## config.mk

```make
export PLATFORM = sky130hd
export DESIGN_NAME = rptg_div
export DESIGN_NICKNAME = d
export VERILOG_FILES = /design/src/rtl/core/rptg_div.sv
export SDC_FILE = /design/constraint.sdc
export NUM_CORES = 1
export LEC_CHECK = 0
export ABC_CLOCK_PERIOD_IN_PS = 2390
export BUFFER_PORTS_ARGS = -buffer_cell sky130_fd_sc_hd__buf_2
export CAP_MARGIN = 20
export CORE_UTILIZATION = 56
export CTS_CLUSTER_DIAMETER = 150
export DETAILED_ROUTE_END_ITERATION = 16
export PLACE_DENSITY = 0.82
export SETUP_SLACK_MARGIN = 0.4
export SLEW_MARGIN = 5
export SYNTH_ARGS = -nofsm -noshare
export SYNTH_HDL_FRONTEND = slang
export SYNTH_SLANG_ARGS = --single-unit
```

## constraint.sdc

```tcl
create_clock -name clk -period 2.39 [get_ports clk]
set_clock_uncertainty 0.05 [all_clocks]
set_input_delay 0.1195 -clock clk [delete_from_list [all_inputs] [get_ports clk]]
set_output_delay 0.1195 -clock clk [all_outputs]
set_load 0.1 [all_outputs]
```

## src/rtl/core/rptg_div.sv

```systemverilog
// pipelined restoring divider, one quotient bit per stage
module rptg_div #(
  parameter int N = 8,
  parameter int D = 8,
  parameter int TAG_W = 1
) (
  input  logic             clk,
  input  logic             en,
  input  logic [N-1:0]     num,
  input  logic [D-1:0]     den,
  input  logic [TAG_W-1:0] tag_in,
  output logic [N-1:0]     quo,
  output logic [TAG_W-1:0] tag_out
);

  logic [D:0]       rem_r [N+1];
  logic [N-1:0]     num_r [N+1];
  logic [N-1:0]     q_r   [N+1];
  logic [D-1:0]     den_r [N+1];
  logic [TAG_W-1:0] tag_r [N+1];

  always_ff @(posedge clk) begin
    if (en) begin
      rem_r[0] <= '0;
      num_r[0] <= num;
      q_r[0] <= '0;
      den_r[0] <= den;
      tag_r[0] <= tag_in;
    end
  end

  for (genvar i = 0; i < N; i++) begin : g_bit
    logic [D+1:0] trial;
    assign trial = {rem_r[i], num_r[i][N-1]};
    always_ff @(posedge clk) begin
      if (en) begin
        if (trial >= {2'b00, den_r[i]}) begin
          rem_r[i+1] <= (D+1)'(trial - {2'b00, den_r[i]});
          q_r[i+1] <= {q_r[i][N-2:0], 1'b1};
        end else begin
          rem_r[i+1] <= trial[D:0];
          q_r[i+1] <= {q_r[i][N-2:0], 1'b0};
        end
        num_r[i+1] <= num_r[i] << 1;
        den_r[i+1] <= den_r[i];
        tag_r[i+1] <= tag_r[i];
      end
    end
  end

  assign quo = q_r[N];
  assign tag_out = tag_r[N];

endmodule

```

# After elaboration in Yosys (flattened, before gate mapping)
# Memories as Yosys holds them, arrays and structs flattened.
# Index checks and enable logic that the tools add are counted.
[op_classes] addsub=8 mux=66 order_cmp=8 bitwise_logic=16
[op_table] cell="10-bit by 8-bit >= comparator with 1-bit output" n=8
[op_table] cell="9-bit two-way mux" n=8
[op_table] cell="9-bit by 8-bit subtractor with 9-bit output" n=8
[op_table] cell="8-bit two-way mux" n=8
[op_table] cell="1-bit two-way mux" n=50
[op_table] cell="1-bit OR" n=16
[word_totals] wordCells=103 output_inout_bits=9 input_bits=19 reg_bits=0 memories=5 ramBits=306
[memory_table] name="rem_r" words=9 width=9 read_ports=8 rd_clocked_by_memory_dff=0 wr=9 line="16" text="logic [D:0] rem_r [N+1];"
[memory_table] name="den_r" words=9 width=8 read_ports=8 rd_clocked_by_memory_dff=0 wr=9 line="19" text="logic [D-1:0] den_r [N+1];"
[memory_table] name="num_r" words=9 width=8 read_ports=8 rd_clocked_by_memory_dff=0 wr=9 line="17" text="logic [N-1:0] num_r [N+1];"
[memory_table] name="q_r" words=9 width=8 read_ports=9 rd_clocked_by_memory_dff=0 wr=9 line="18" text="logic [N-1:0] q_r [N+1];"
[memory_table] name="tag_r" words=9 width=1 read_ports=9 rd_clocked_by_memory_dff=0 wr=9 line="20" text="logic [TAG_W-1:0] tag_r [N+1];"

# Logic depth before layout (Yosys ltp)
[depth] word_depth=5 mapped_depth=10 depth_no_buf=9

# Worst setup path before layout
# No wires, ideal clock.
[synth_path] path_type="flip-flop to flip-flop" from="memory den_r[1][0], in the netlist den_r[0][8]" to="memory rem_r[2][2] (netlist name) (data pin)" required_time_ps=2080 synth_period_minus_slack_ps=2337 path_stages_with_launch=8 path_slack_ps=53 arrival_time_ps=2027 setup_time_ps=260 n_path_buf=0 cell_sequence="edfxtp_1 ha_1 fa_1 nand2b_1 a21oi_1 o211ai_1 nand3_1 mux2_2"
[synth_rtl] element="from (decl)" line="19"
[synth_rtl] element="to (decl)" line="16"

==> run_results.csv <==
group,metric,value,unit
routing,routed_wl,20700,um
floorplanning,die_w,135,um
worst_setup_path,path_max_fanout,5,
layout,final_cells,1090,
floorplanning,coreArea,17200,um^2
worst_setup_path,reg2reg_slack,0.05,ns
clock_tree,cts.path.max_buffers,3,
placed_design,placed_cells,957,
routing,dr.pass1.iters,5,
timing,rsz0062_at_grt,"yes",
synth,yosysMostFrequentCell,"edfxtp_1",
placed_design,finalWeightedCongestion,0.938,
timing,drv_slew,0,
timing,worst_slack,0.0503,ns
clock_tree,clk_root_buffer_cell,"clkbuf_16",
layout,area_growth,30.3,%
power,total_power,11.9,mW
routing,vias,6298,
placed_design,place_ws,-0.0530,ns
routing,wl_per_cell,19.0,um
floorplanning,rows,48,
floorplanning,start_util,57.3,%
timing,finalSetupViolations,0,
routing,ant_nets,0,
timing,tightest_slew,0.593,ns
worst_setup_path,r2r_cells,6,
power,powerDensity,927,nW/um^2
global_route,grt-ovfl-total,0,
worst_setup_path,crit_path_start_kind,"flop",
synth,synth_nets,796,
timing,hold_viol_final,0,
clock_tree,clock_sinks,208,
placed_design,io_buffers,27,
worst_setup_path,startpoint,"rem_r[3][1]",
layout,final_area,12900,um^2
worst_setup_path,r2r_end,"rem_r[4][7]",
synth,synth_edf_count,207,
clock_tree,cts_tree,"done",
synth,ys_warn_count,0,
min_path,worstHoldPathType,"in -> reg",
global_route,grt_start_max_net_pins,107,
layout,diodes,0,
routing,remaining_drc_errors,0,
synth,synthesis.area,9870,um^2
synth,ys_ff_latch,208,
worst_setup_path,crit_end,"rem_r[4][7]",
layout,nNetsFinal,932,
global_route,first_global_vias,6576,
global_route,grt_pass1_wl,31800,um
routing,drtIter0Drc,474,
synth,synth_top_area_cell,"edfxtp_1",
worst_setup_path,critPathCaptureType,"flop",
worst_setup_path,rr_startpoint,"rem_r[3][1]",
synth,synth_commonest_cells,"207 x edfxtp_1, 72 x inv_1, 58 x ha_1, 49 x nor2_1, 42 x mux2_2",
placed_design,dp_hpwl,11400,um
worst_setup_path,critPathArrivalTime,2.55,ns
synth,ys_types,49,
clock_tree,htree_num_levels,1,
synth,avgSynthCellArea,13.8,um^2
synth,synth.area.top_cells,"edfxtp_1 63%, ha_1 7.4%, mux2_2 4.8%, inv_1 2.7%, mux2i_1 2.3%",
layout,fin_util,74.6,%
power,irDropWorstVdd,0.000626,V
floorplanning,dieArea,18200,um^2
clock_tree,cts_buffers,22,
clock_tree,clkLatencyLatePin,0.50,ns
synth,synth_top_area_share,63.0,%
floorplanning,ioPinCount,28,
status,status,"finished clean",
clock_tree,path_clk_slew,0.06,ns
timing,period_needed,2.34,ns
synth,syn_inst,713,
global_route,grt_antenna_before_repair,0,
timing,max_freq,0.427,GHz
timing,min_period_over_period,97.9,%
synth,async_flop_share,0,%
power,p_leak,5.09,nW
worst_setup_path,required,2.60,ns
synth,synth_ff_type,"edfxtp_1",
timing,slew_headroom,60.5,%
routing,viasPerCell,5.78,
layout,drive_gt1_share,36.4,%
worst_setup_path,criticalPathCategory,"reg -> reg",
placed_design,dpl-instance-area,10500,um^2
synth,ys_seq_area_share,63.2,%
global_route,grtUsageTotal,22.5,%
job,cap_violations,0,
floorplanning,die_h,135,um
==> worst min-delay path by stage <==
stage                      start           to  slack (ns)  cells past startpoint
after floorplan           den[0]  den_r[0][0]        0.17                      0
after global placement    num[0]  num_r[0][0]        0.25                      1
after detailed placement  num[5]  num_r[0][5]        0.25                      1
after CTS                     en  den_r[0][6]        0.04                      1
after global routing          en  den_r[0][6]        0.06                      1
final                         en  den_r[0][6]        0.04                      1
==> stage by stage <==
step	hold WS (ns)	setup TNS [ns]
after CTS	0.0410	0
final	0.0366	0
after global routing	0.0635	0
after floorplan	0.168	0
after global placement	0.246	0
after detailed placement	0.248	-0.0530
==> final cells by class <==
class / instances / area [um^2]
inverter: 73 / 284
fill: 974 / 4380
multi-input combinational: 417 / 4330
timing repair buffer: 127 / 1010
clock inverter: 9 / 67.6
tap: 225 / 282
clock buffer: 31 / 656
sequential: 208 / 6240
==> sequential cells by signal, indices dropped and copies added (netlist names) <==
| name | flops |
|---|---|
| tag_r | 9 |
| q_r | 36 |
| rem_r | 63 |
| den_r | 64 |
| num_r | 36 |
==> layout by cell type (no fill, tap or decap), types with 7 or more instances in the layout <==
cell / count
buf_2: 26
a21oi_1: 29
buf_4: 69
nand3_4: 11
and2_1: 8
nand2_1: 13
mux2_4: 38
inv_2: 17
a21o_1: 7
nor2b_1: 13
nand3_1: 7
nor3_1: 10
dlygate4sd3_1: 17
a311o_1: 10
mux2i_1: 23
xnor2_1: 19
ha_1: 15
ha_2: 10
buf_6: 12
edfxtp_1: 207
nor2_1: 48
inv_1: 54
ha_4: 33
clkbuf_16: 23
nand2b_1: 7
o211ai_1: 8
==> timing repair <==
item | in CTS | in global routing
hold endpoints to repair | 17 | 0
hold buffers | 17 | 0
pin swaps | 27 | 27
endpoints found under the setup margin | 59 | 61
resized for setup | 134 | 34
setup buffers | 44 | 31
cloned | 1 | 0
==> cell families (layout without fill, tap and decap cells) <==
family / after synthesis / in the layout / synth area share [%]
flip-flops: 208 / 208 / 63.2
AND/OR/NAND/NOR: 177 / 178 / 9.62
buffers and inverters: 89 / 240 / 3.54
AO/OA/AOI/OAI: 87 / 87 / 5.93
multiplexers: 65 / 65 / 7.12
adder cells (fa/ha/maj): 64 / 64 / 8.57
XOR/XNOR: 23 / 23 / 2.04
==> critical path, stage by stage (launching register included) <==
cell	delay [ns]
edfxtp_1	0.49
ha_4	0.37
nand3b_1	0.20
a21oi_1	0.33
nor4_1	0.12
a211o_1	0.28
mux2_2	0.26
==> metal layers <==
metal	part of all wire [%]	up-vias	global-route usage (%)	routed length (um)
met5	0	-	0	0
met4	4.8	0	10.9	992
met3	3.6	79	3.38	736
met2	56	192	45.1	11700
met1	35	3109	22.3	7310
li1	-	2918	-	-
==> where the power goes <==
part	internal [mW]	switching [mW]	total, mW	leakage, nW
sequential	4.61	0.289	4.90	2.02
clock	2.01	1.33	3.34	0.355
combinational	1.90	1.79	3.68	2.72
Note: power is estimated with default switching activity, not from simulation.
