**src/rtl/core/rptg_pkg.sv**
```systemverilog
package rptg_pkg;

  localparam int CORDIC_STAGES_DEF = 16;
  localparam int CORDIC_STAGES_MAX = 24;
  localparam int CFG_IDX_W = 1;
  localparam int CFG_DATA_W = 12;

  localparam logic [CFG_IDX_W-1:0] REG_RADAR_WIDTH = 1'd0;
  localparam logic [CFG_IDX_W-1:0] REG_TICKS_PER_SECOND = 1'd1;

  localparam logic [7:0] TYPE_BEACON = 8'd5;
  localparam logic [7:0] TYPE_INVISIBLE = 8'd10;

  localparam logic [15:0] THIRD_TURN = 16'd21845;
  localparam logic signed [33:0] CORDIC_START = 34'sd652032874;

  // quotient width for age<<17 / (3*tps): 49-bit dividend
  localparam int DIV_N = 49;
  localparam int DIV_D = 12;
  localparam int ALPHA_N = 40;
  localparam int ALPHA_D = 32;

  typedef struct packed {
    logic [7:0]         event_type;
    logic [31:0]        create_tick;
    logic [31:0]        fade_tick;
    logic [31:0]        die_tick;
    logic [31:0]        current_frame;
    logic signed [15:0] center_x;
    logic signed [15:0] center_y;
  } in_item_t;

  typedef struct packed {
    logic               visible;
    logic [10:0]        radius;
    logic [15:0]        rotation_phase;
    logic [31:0]        start_color;
    logic [31:0]        end_color;
    logic signed [15:0] vertex0_x;
    logic signed [15:0] vertex0_y;
    logic signed [15:0] vertex1_x;
    logic signed [15:0] vertex1_y;
    logic signed [15:0] vertex2_x;
    logic signed [15:0] vertex2_y;
  } out_item_t;

  function automatic logic [33:0] atan_val(input int i);
    logic [33:0] t;
    unique case (i)
      0: t = 34'd536870912;  1: t = 34'd316933406;  2: t = 34'd167458907;
      3: t = 34'd85004756;   4: t = 34'd42667331;   5: t = 34'd21354465;
      6: t = 34'd10680862;   7: t = 34'd5340245;    8: t = 34'd2670675;
      9: t = 34'd1335343;    10: t = 34'd667544;    11: t = 34'd333772;
      12: t = 34'd166886;    13: t = 34'd83443;     14: t = 34'd41722;
      15: t = 34'd20861;     16: t = 34'd10430;     17: t = 34'd5215;
      18: t = 34'd2608;      19: t = 34'd1304;      20: t = 34'd652;
      21: t = 34'd326;       22: t = 34'd163;       23: t = 34'd81;
      default: t = '0;
    endcase
    return t;
  endfunction

  function automatic logic [47:0] color_pair(input logic [7:0] t);
    logic [47:0] c;
    unique case (t)
      8'd1: c = {24'h8080ff, 24'h80ffff};
      8'd2: c = {24'h800040, 24'hffb9dc};
      8'd3: c = {24'hff0000, 24'hff8080};
      8'd4, 8'd5: c = {24'hffff00, 24'hffff80};
      8'd6: c = {24'h00ffff, 24'h80ffff};
      8'd7: c = {24'hffffff, 24'hffffff};
      8'd8, 8'd9: c = {24'h00ff00, 24'h008000};
      default: c = {24'hffffff, 24'hffffff};
    endcase
    return c;
  endfunction

  function automatic logic signed [15:0] sat16(input logic signed [19:0] v);
    if (v > 20'sd32767) return 16'sh7fff;
    if (v < -20'sd32768) return 16'sh8000;
    return v[15:0];
  endfunction

endpackage

```
**src/rtl/core/rptg_cordic.sv**
```systemverilog
// pipelined cordic, one rotation per stage, with a shared stall enable
module rptg_cordic #(
  parameter int STAGES = rptg_pkg::CORDIC_STAGES_DEF,
  parameter int TAG_W  = 1
) (
  input  logic                clk,
  input  logic                rst_n,
  input  logic                en,
  input  logic [15:0]         phase,
  input  logic [TAG_W-1:0]    tag_in,
  output logic signed [15:0]  cos_q15,
  output logic signed [15:0]  sin_q15,
  output logic [TAG_W-1:0]    tag_out
);

  logic signed [33:0] x_r [STAGES+1];
  logic signed [33:0] y_r [STAGES+1];
  logic signed [33:0] z_r [STAGES+1];
  logic               neg_r [STAGES+1];
  logic [TAG_W-1:0]   tag_r [STAGES+1];

  logic signed [33:0] z0;
  logic signed [33:0] zf;
  logic               negf;

  always_comb begin
    z0 = {{2{phase[15]}}, phase, 16'd0};
    negf = 1'b0;
    zf = z0;
    if (z0 > 34'sh040000000) begin
      zf = z0 - 34'sh080000000;
      negf = 1'b1;
    end else if (z0 < -34'sh040000000) begin
      zf = z0 + 34'sh080000000;
      negf = 1'b1;
    end
  end

  always_ff @(posedge clk) begin
    if (en) begin
      x_r[0] <= rptg_pkg::CORDIC_START;
      y_r[0] <= '0;
      z_r[0] <= zf;
      neg_r[0] <= negf;
      tag_r[0] <= tag_in;
    end
  end

  for (genvar i = 0; i < STAGES; i++) begin : g_stage
    always_ff @(posedge clk) begin
      if (en) begin
        if (!z_r[i][33]) begin
          x_r[i+1] <= x_r[i] - (y_r[i] >>> i);
          y_r[i+1] <= y_r[i] + (x_r[i] >>> i);
          z_r[i+1] <= z_r[i] - $signed(rptg_pkg::atan_val(i));
        end else begin
          x_r[i+1] <= x_r[i] + (y_r[i] >>> i);
          y_r[i+1] <= y_r[i] - (x_r[i] >>> i);
          z_r[i+1] <= z_r[i] + $signed(rptg_pkg::atan_val(i));
        end
        neg_r[i+1] <= neg_r[i];
        tag_r[i+1] <= tag_r[i];
      end
    end
  end

  logic signed [34:0] xe, ye, xr, yr;
  always_comb begin
    xe = neg_r[STAGES] ? -35'(x_r[STAGES]) : 35'(x_r[STAGES]);
    ye = neg_r[STAGES] ? -35'(y_r[STAGES]) : 35'(y_r[STAGES]);
    xr = (xe + 35'sd16384) >>> 15;
    yr = (ye + 35'sd16384) >>> 15;
    cos_q15 = (xr > 35'sd32767) ? 16'sh7fff : (xr < -35'sd32768) ? 16'sh8000 : xr[15:0];
    sin_q15 = (yr > 35'sd32767) ? 16'sh7fff : (yr < -35'sd32768) ? 16'sh8000 : yr[15:0];
    tag_out = tag_r[STAGES];
  end

endmodule

```
**config.mk**
```make
export PLATFORM = sky130hd
export DESIGN_NAME = rptg_cordic
export DESIGN_NICKNAME = d
export VERILOG_FILES = /design/src/rtl/core/rptg_pkg.sv /design/src/rtl/core/rptg_cordic.sv
export SDC_FILE = /design/constraint.sdc
export NUM_CORES = 2
export LEC_CHECK = 0
export BUFFER_PORTS_ARGS = -buffer_cell sky130_fd_sc_hd__clkbuf_2
export CORE_ASPECT_RATIO = 0.75
export CORE_MARGIN = 3
export CORE_UTILIZATION = 45
export DETAILED_ROUTE_END_ITERATION = 6
export PLACE_DENSITY = 0.7
export SKIP_CTS_REPAIR_TIMING = 1
export SYNTH_ARGS = -nofsm -noshare
export SYNTH_HDL_FRONTEND = slang
export SYNTH_SLANG_ARGS = --single-unit
```
**constraint.sdc**
```tcl
create_clock -name clk -period 17.2 [get_ports clk]
set_input_delay 1.72 -clock clk [delete_from_list [all_inputs] [get_ports clk]]
set_output_delay 1.72 -clock clk [all_outputs]
set_load 0.01 [all_outputs]
```
# Word level (Yosys, flattened, before mapping)
# Memory sizes are Yosys's and may differ from the RTL's.
# Cells that the tools add are included.
classes:
  n_addsub: 101
  bitwise: 48
  magnitude_cmp: 6
  mux: 156
op_table:
  columns: ["cell", "n"]
  rows:
  - ["2-to-1 mux 34 bit", 50]
  - ["2-to-1 mux 1 bit", 100]
  - ["adder 35 x 16 -> 35 bit (second input constant)", 2]
  - ["2-to-1 mux 35 bit", 2]
  - ["negator 34 -> 35 bit", 2]
  - ["adder 34 x 19 -> 34 bit", 2]
  - ["adder 34 x 20 -> 34 bit", 2]
  - ["adder 34 x 21 -> 34 bit", 2]
  - ["adder 34 x 22 -> 34 bit", 2]
  - ["adder 34 x 23 -> 34 bit", 2]
  - ["adder 34 x 24 -> 34 bit", 2]
  - ["adder 34 x 25 -> 34 bit", 2]
  - ["adder 34 x 26 -> 34 bit", 2]
  - ["adder 34 x 27 -> 34 bit", 2]
  - ["adder 34 x 28 -> 34 bit", 2]
  - ["adder 34 x 29 -> 34 bit", 2]
  - ["adder 34 x 30 -> 34 bit", 2]
  - ["adder 34 x 31 -> 34 bit", 2]
  - ["adder 34 x 32 -> 34 bit", 2]
  - ["adder 34 x 33 -> 34 bit", 2]
  - ["subtractor 34 x 19 -> 34 bit", 2]
  - ["subtractor 34 x 20 -> 34 bit", 2]
  - ["subtractor 34 x 21 -> 34 bit", 2]
  - ["subtractor 34 x 22 -> 34 bit", 2]
  - ["other kinds (53)", 117]
totals:
  elab_cells: 316
  n_memories: 5
  register_bits: 0
  out_inout_bits: 33
  ramBits: 1768
  inputBits: 20
mem_list:
  columns: ["name", "depth", "width", "read_ports", "rd_ports_with_merged_regs", "wr", "line_no", "rtl"]
  rows:
  - ["x_r", 17, 34, 17, 0, 17, "rptg_cordic.sv:16", "logic signed [33:0] x_r [STAGES+1];"]
  - ["y_r", 17, 34, 17, 0, 17, "rptg_cordic.sv:17", "logic signed [33:0] y_r [STAGES+1];"]
  - ["z_r", 17, 34, 16, 0, 17, "rptg_cordic.sv:18", "logic signed [33:0] z_r [STAGES+1];"]
  - ["neg_r", 17, 1, 17, 0, 17, "rptg_cordic.sv:19", "logic neg_r [STAGES+1];"]
  - ["tag_r", 17, 1, 17, 0, 17, "rptg_cordic.sv:20", "logic [TAG_W-1:0] tag_r [STAGES+1];"]

# Longest topological paths before layout
# An unclocked memory read counts as a cell.
depth:
  depth_word: 7
  mapped_depth: 23
  ltp_nobuf: 23

# Worst setup path before layout
# No wires, ideal clock.
synth_timing:
  path_kind: "input -> register"
  from: "input port en"
  to: "memory x_r[10][32] (data pin)"
  t_arrival_ns: 6.304
  path_slack_ns: 10.638
  path_buffers: 3
  setup_ns: 0.258
  t_required_ns: 16.942
  path_stages: 18
  cell_sequence: "clkbuf_1 clkbuf_1 nand2_1 clkbuf_1 o21ai_0 fa_1 a21o_1 a21oi_1 o21bai_1 a21o_1 a311oi_1 a21oi_1 a211oi_1 o211ai_1 o41ai_1 o21ai_0 a21oi_1 xnor2_1"
synth_rtl:
  columns: ["item", "line_no", "rtl"]
  rows:
  - ["from (decl)", "rptg_cordic.sv:8", "input logic en,"]
  - ["to (decl)", "rptg_cordic.sv:16", null]

==> run_results.csv <==
group,metric,value,unit
outcome,run_status,"complete, no violations",
sta,setup_tns,0,ns
cts,clock_tree_from_tritoncts,"done",
synth,synth_seq_area_share,0.363,
cts,max-clock-path-buffers,4,
global_route,antenna_found_initial,4,
synth,synth.lib_cells_used.distinct,93,
worst_setup_path,crit_arrival,5.94,ns
global_route,global_route.overflow_total,0,
synth,synth_top_cells_by_area,"sky130_fd_sc_hd__edfxtp_1 (36%), sky130_fd_sc_hd__ha_1 (14%), sky130_fd_sc_hd__xnor2_1 (9.0%)",
worst_setup_path,worstPathMaxFanout,15,
cts,numClockSinks,1480,
sta,setup-violations-final,0,
worst_setup_path,critical_path_class,"flip-flop to primary output",
worst_setup_path,critical_path.n_buffers_inverters,2,
global_route,wire_length_of_the_first_global_routing_pass,472000,um
floorplanning,floorplan.die_area,0.278,mm2
route,via_per_inst,5.73,
synth,yosysMostFrequentCell,"sky130_fd_sc_hd__edfxtp_1",
global_route,grt_max_degree,172,
sta,hold_viol_final,0,
sta,slew_viol_final,0,
worst_setup_path,max_stage_delay,0.69,ns
floorplanning,die-width,608,um
route,route.vias.total,94300,
finish,share_of_post_route_cells_with_drive_strength_above_1,0.0418,
cts,source_to_sink_clock_delay_at_the_later_pin_of_the_worst_skew_pair,0.87,ns
hold_path,hold_path.startpoint,"neg_r[0][5]$_DFFE_PP_",
floorplanning,fp.coreArea,0.270,mm2
cts,cts_htree_levels,4,
worst_setup_path,ff2ff_path_depth,20,
synth,synth_nets,14100,
floorplanning,io-pin-count,53,
route,routed_length_per_placed_instance,17.8,um
worst_setup_path,reg2reg_slack,10.75,ns
worst_setup_path,cpLargestDelayFamily,"simple AND/OR/NAND/NOR gates",
place,post-dp-hpwl,227000,um
route,drtPass1Iterations,6,
route,totalWireLength,292000,um
synth,syn-cell-area,0.122,mm2
synth,synth-seq-cells,1480,
synth,synthDominantCellAreaShare,0.363,
route,drt_iter0_drc,8675,
hold_path,worstHoldPathCells,0,
sta,post-route-period-util,0.445,
floorplanning,floorplan.rows,165,
sta,slew_headroom,0.107,
worst_setup_path,crit_required,15.48,ns
cts,cts_root_buffer,"sky130_fd_sc_hd__clkbuf_16",
place,io_buffers,51,
sta,fin_crit,7.66,ns
worst_setup_path,startpoint_type,"flip-flop",
sta,max_freq,0.131,GHz
worst_setup_path,timing.critical_path.slowest_stage_cell,"sky130_fd_sc_hd__a21boi_1",
synth,synthesized_area_per_cell,9.68,um2
floorplanning,dieHeight,458,um
floorplanning,initial_core_utilization,0.453,
sta,setup_repair_after_global_routing_missed_its_margin,"no",
synth,yosys_most_used_dff,"sky130_fd_sc_hd__edfxtp_1",
worst_setup_path,setup.worst_path.end_class,"primary output",
sta,finClkSkew,0.0969,ns
synth,synth_largest_area_cell,"sky130_fd_sc_hd__edfxtp_1",
worst_setup_path,worstReg2RegStart,"y_r[7][7]$_DFFE_PP_",
global_route,first_global_vias,86600,
synth,synth_top_cells_by_count,"sky130_fd_sc_hd__edfxtp_1 (1480), sky130_fd_sc_hd__ha_1 (1379), sky130_fd_sc_hd__a21oi_1 (1314)",
worst_setup_path,worstPathCellList,"nor4_1 > nand4_1 > o21ai_0 > xnor2_1 > ha_1 > inv_1 > a2111oi_1 > nor2b_1 > nor2b_1 > nand2_1 > xor2_1 > a21boi_1 > o21ai_0 > clkbuf_2",
synth,postSynthCellCount,12600,
global_route,grt_usage,0.205,
hold_path,holdCritPathClass,"flip-flop to flip-flop",
route,count_of_unresolved_drc_violations_after_routing,0,
place,place_congestion,0.912,
synth,yosysWarnings,0,
synth,synth_edf_count,1480,
finish,final_net_count,14200,
route,detail-route-antenna-nets,0,
synth,post_synthesis_async_set_or_reset_flop_share,0,
hold_path,worst_hold_end,"neg_r[0][6]$_DFFE_PP_",
cts,cts-buffers-inserted,171,
job,cap_viol_max_count,0,
finish,syn_to_final_growth,8.21,%
worst_setup_path,critical_path.reg2reg.endpoint,"x_r[8][31]$_DFFE_PP_",
cts,clkSlewWorstSetupHoldPaths,0.07,ns
sta,tightest_slew,1.32,ns
==> worst max path at each step <==
stage / end / from / slack, ns / cells after the start
3_5_place_dp: y_r[5][33]$_DFFE_PP_ / en / 9.12 / 19
4_1_cts: sin_q15[2] / y_r[16][7]$_DFFE_PP_ / 9.48 / 13
3_3_place_gp: y_r[8][33]$_DFFE_PP_ / en / 9.16 / 20
6_report: sin_q15[2] / y_r[16][7]$_DFFE_PP_ / 9.54 / 14
2_1_floorplan: x_r[10][32]$_DFFE_PP_ / en / 10.64 / 18
5_1_grt: sin_q15[2] / y_r[16][7]$_DFFE_PP_ / 9.10 / 14
==> area by class of cell <==
| type | count | area, um2 |
|---|---|---|
| well taps | 3590 | 4490 |
| clock buffers | 201 | 4500 |
| diodes | 1 | 2.50 |
| flip-flops and latches | 1480 | 44400 |
| multi-input cells | 10500 | 75300 |
| inverters | 525 | 1970 |
| repair buffers | 114 | 793 |
| fillers | 24800 | 138000 |
| clock inverters | 94 | 968 |
==> cells in the final DEF, fill, tap and decap left out, types with 28 or more instances in the layout <==
master,Yosys,routed
sky130_fd_sc_hd__edfxtp_1,1480,1480
sky130_fd_sc_hd__ha_1,1379,1379
sky130_fd_sc_hd__a21oi_1,1314,1314
sky130_fd_sc_hd__xnor2_1,1262,1262
sky130_fd_sc_hd__nor2_1,1040,1040
sky130_fd_sc_hd__o21ai_0,684,684
sky130_fd_sc_hd__nand2_1,652,644
sky130_fd_sc_hd__xor2_1,618,618
sky130_fd_sc_hd__a21o_1,556,556
sky130_fd_sc_hd__inv_1,518,516
sky130_fd_sc_hd__nor3_1,320,320
sky130_fd_sc_hd__nand3_1,213,213
sky130_fd_sc_hd__nor2b_1,205,205
sky130_fd_sc_hd__nand2b_1,195,195
sky130_fd_sc_hd__o21a_1,189,189
sky130_fd_sc_hd__o21bai_1,189,189
sky130_fd_sc_hd__clkbuf_16,0,176
sky130_fd_sc_hd__or3_1,129,129
sky130_fd_sc_hd__and3_1,117,117
sky130_fd_sc_hd__o31ai_1,113,113
sky130_fd_sc_hd__a211oi_1,108,108
sky130_fd_sc_hd__a31oi_1,103,103
sky130_fd_sc_hd__nand4_1,74,74
sky130_fd_sc_hd__and2_1,70,70
sky130_fd_sc_hd__mux2i_1,63,63
sky130_fd_sc_hd__nor4_1,60,60
sky130_fd_sc_hd__buf_4,1,59
sky130_fd_sc_hd__or2_2,58,58
sky130_fd_sc_hd__o41ai_1,54,54
sky130_fd_sc_hd__clkbuf_2,0,50
sky130_fd_sc_hd__o211ai_1,44,44
sky130_fd_sc_hd__a21boi_0,44,44
sky130_fd_sc_hd__or4_1,43,43
sky130_fd_sc_hd__fa_1,42,42
sky130_fd_sc_hd__mux2_2,38,38
sky130_fd_sc_hd__a211o_1,36,36
sky130_fd_sc_hd__nor3b_1,30,30
sky130_fd_sc_hd__o31a_1,28,28
==> metrics by stage <==
step	cells	hold WS (ns)	worst slack (ns)	instance area [um2]	util
after floorplan	12600	0.400	10.64	122000	-
after global placement	16200	0.400	9.16	127000	0.470
after detailed placement	16200	0.405	9.12	127000	0.470
after CTS	16500	0.415	9.48	132000	0.491
after global routing	16500	0.418	9.10	132000	0.491
final	16500	0.417	9.54	132000	0.491
==> layer usage <==
metal	vias to the layer above	global-route usage	share of wire
li1	47100	-	-
met1	44000	0.328	0.52
met2	2792	0.282	0.38
met3	316	0.0384	0.080
met4	4	0.0389	0.018
met5	-	0.00172	0.00026
==> registers in the layout, indices dropped and copies added, names as in the netlist <==
register / count
y_r: 511
x_r: 484
z_r: 451
neg_r: 17
tag_r: 17
==> cells by family (layout without fill, tap and decap cells) <==
group / count (synthesis) / in the layout / share of synthesized area
flops: 1480 / 1480 / 0.363
simple gates: 3281 / 3281 / 0.130
xor+xnor: 1880 / 1880 / 0.135
fa+ha+maj: 1423 / 1423 / 0.148
mux: 101 / 101 / 0.00865
other cells: 0 / 1 / 0
buf+inv: 713 / 934 / 0.0220
compound gates: 3765 / 3765 / 0.194
Power is not shown: default switching activity piles up to over one toggle a cycle in this logic, so the estimate is an artifact.
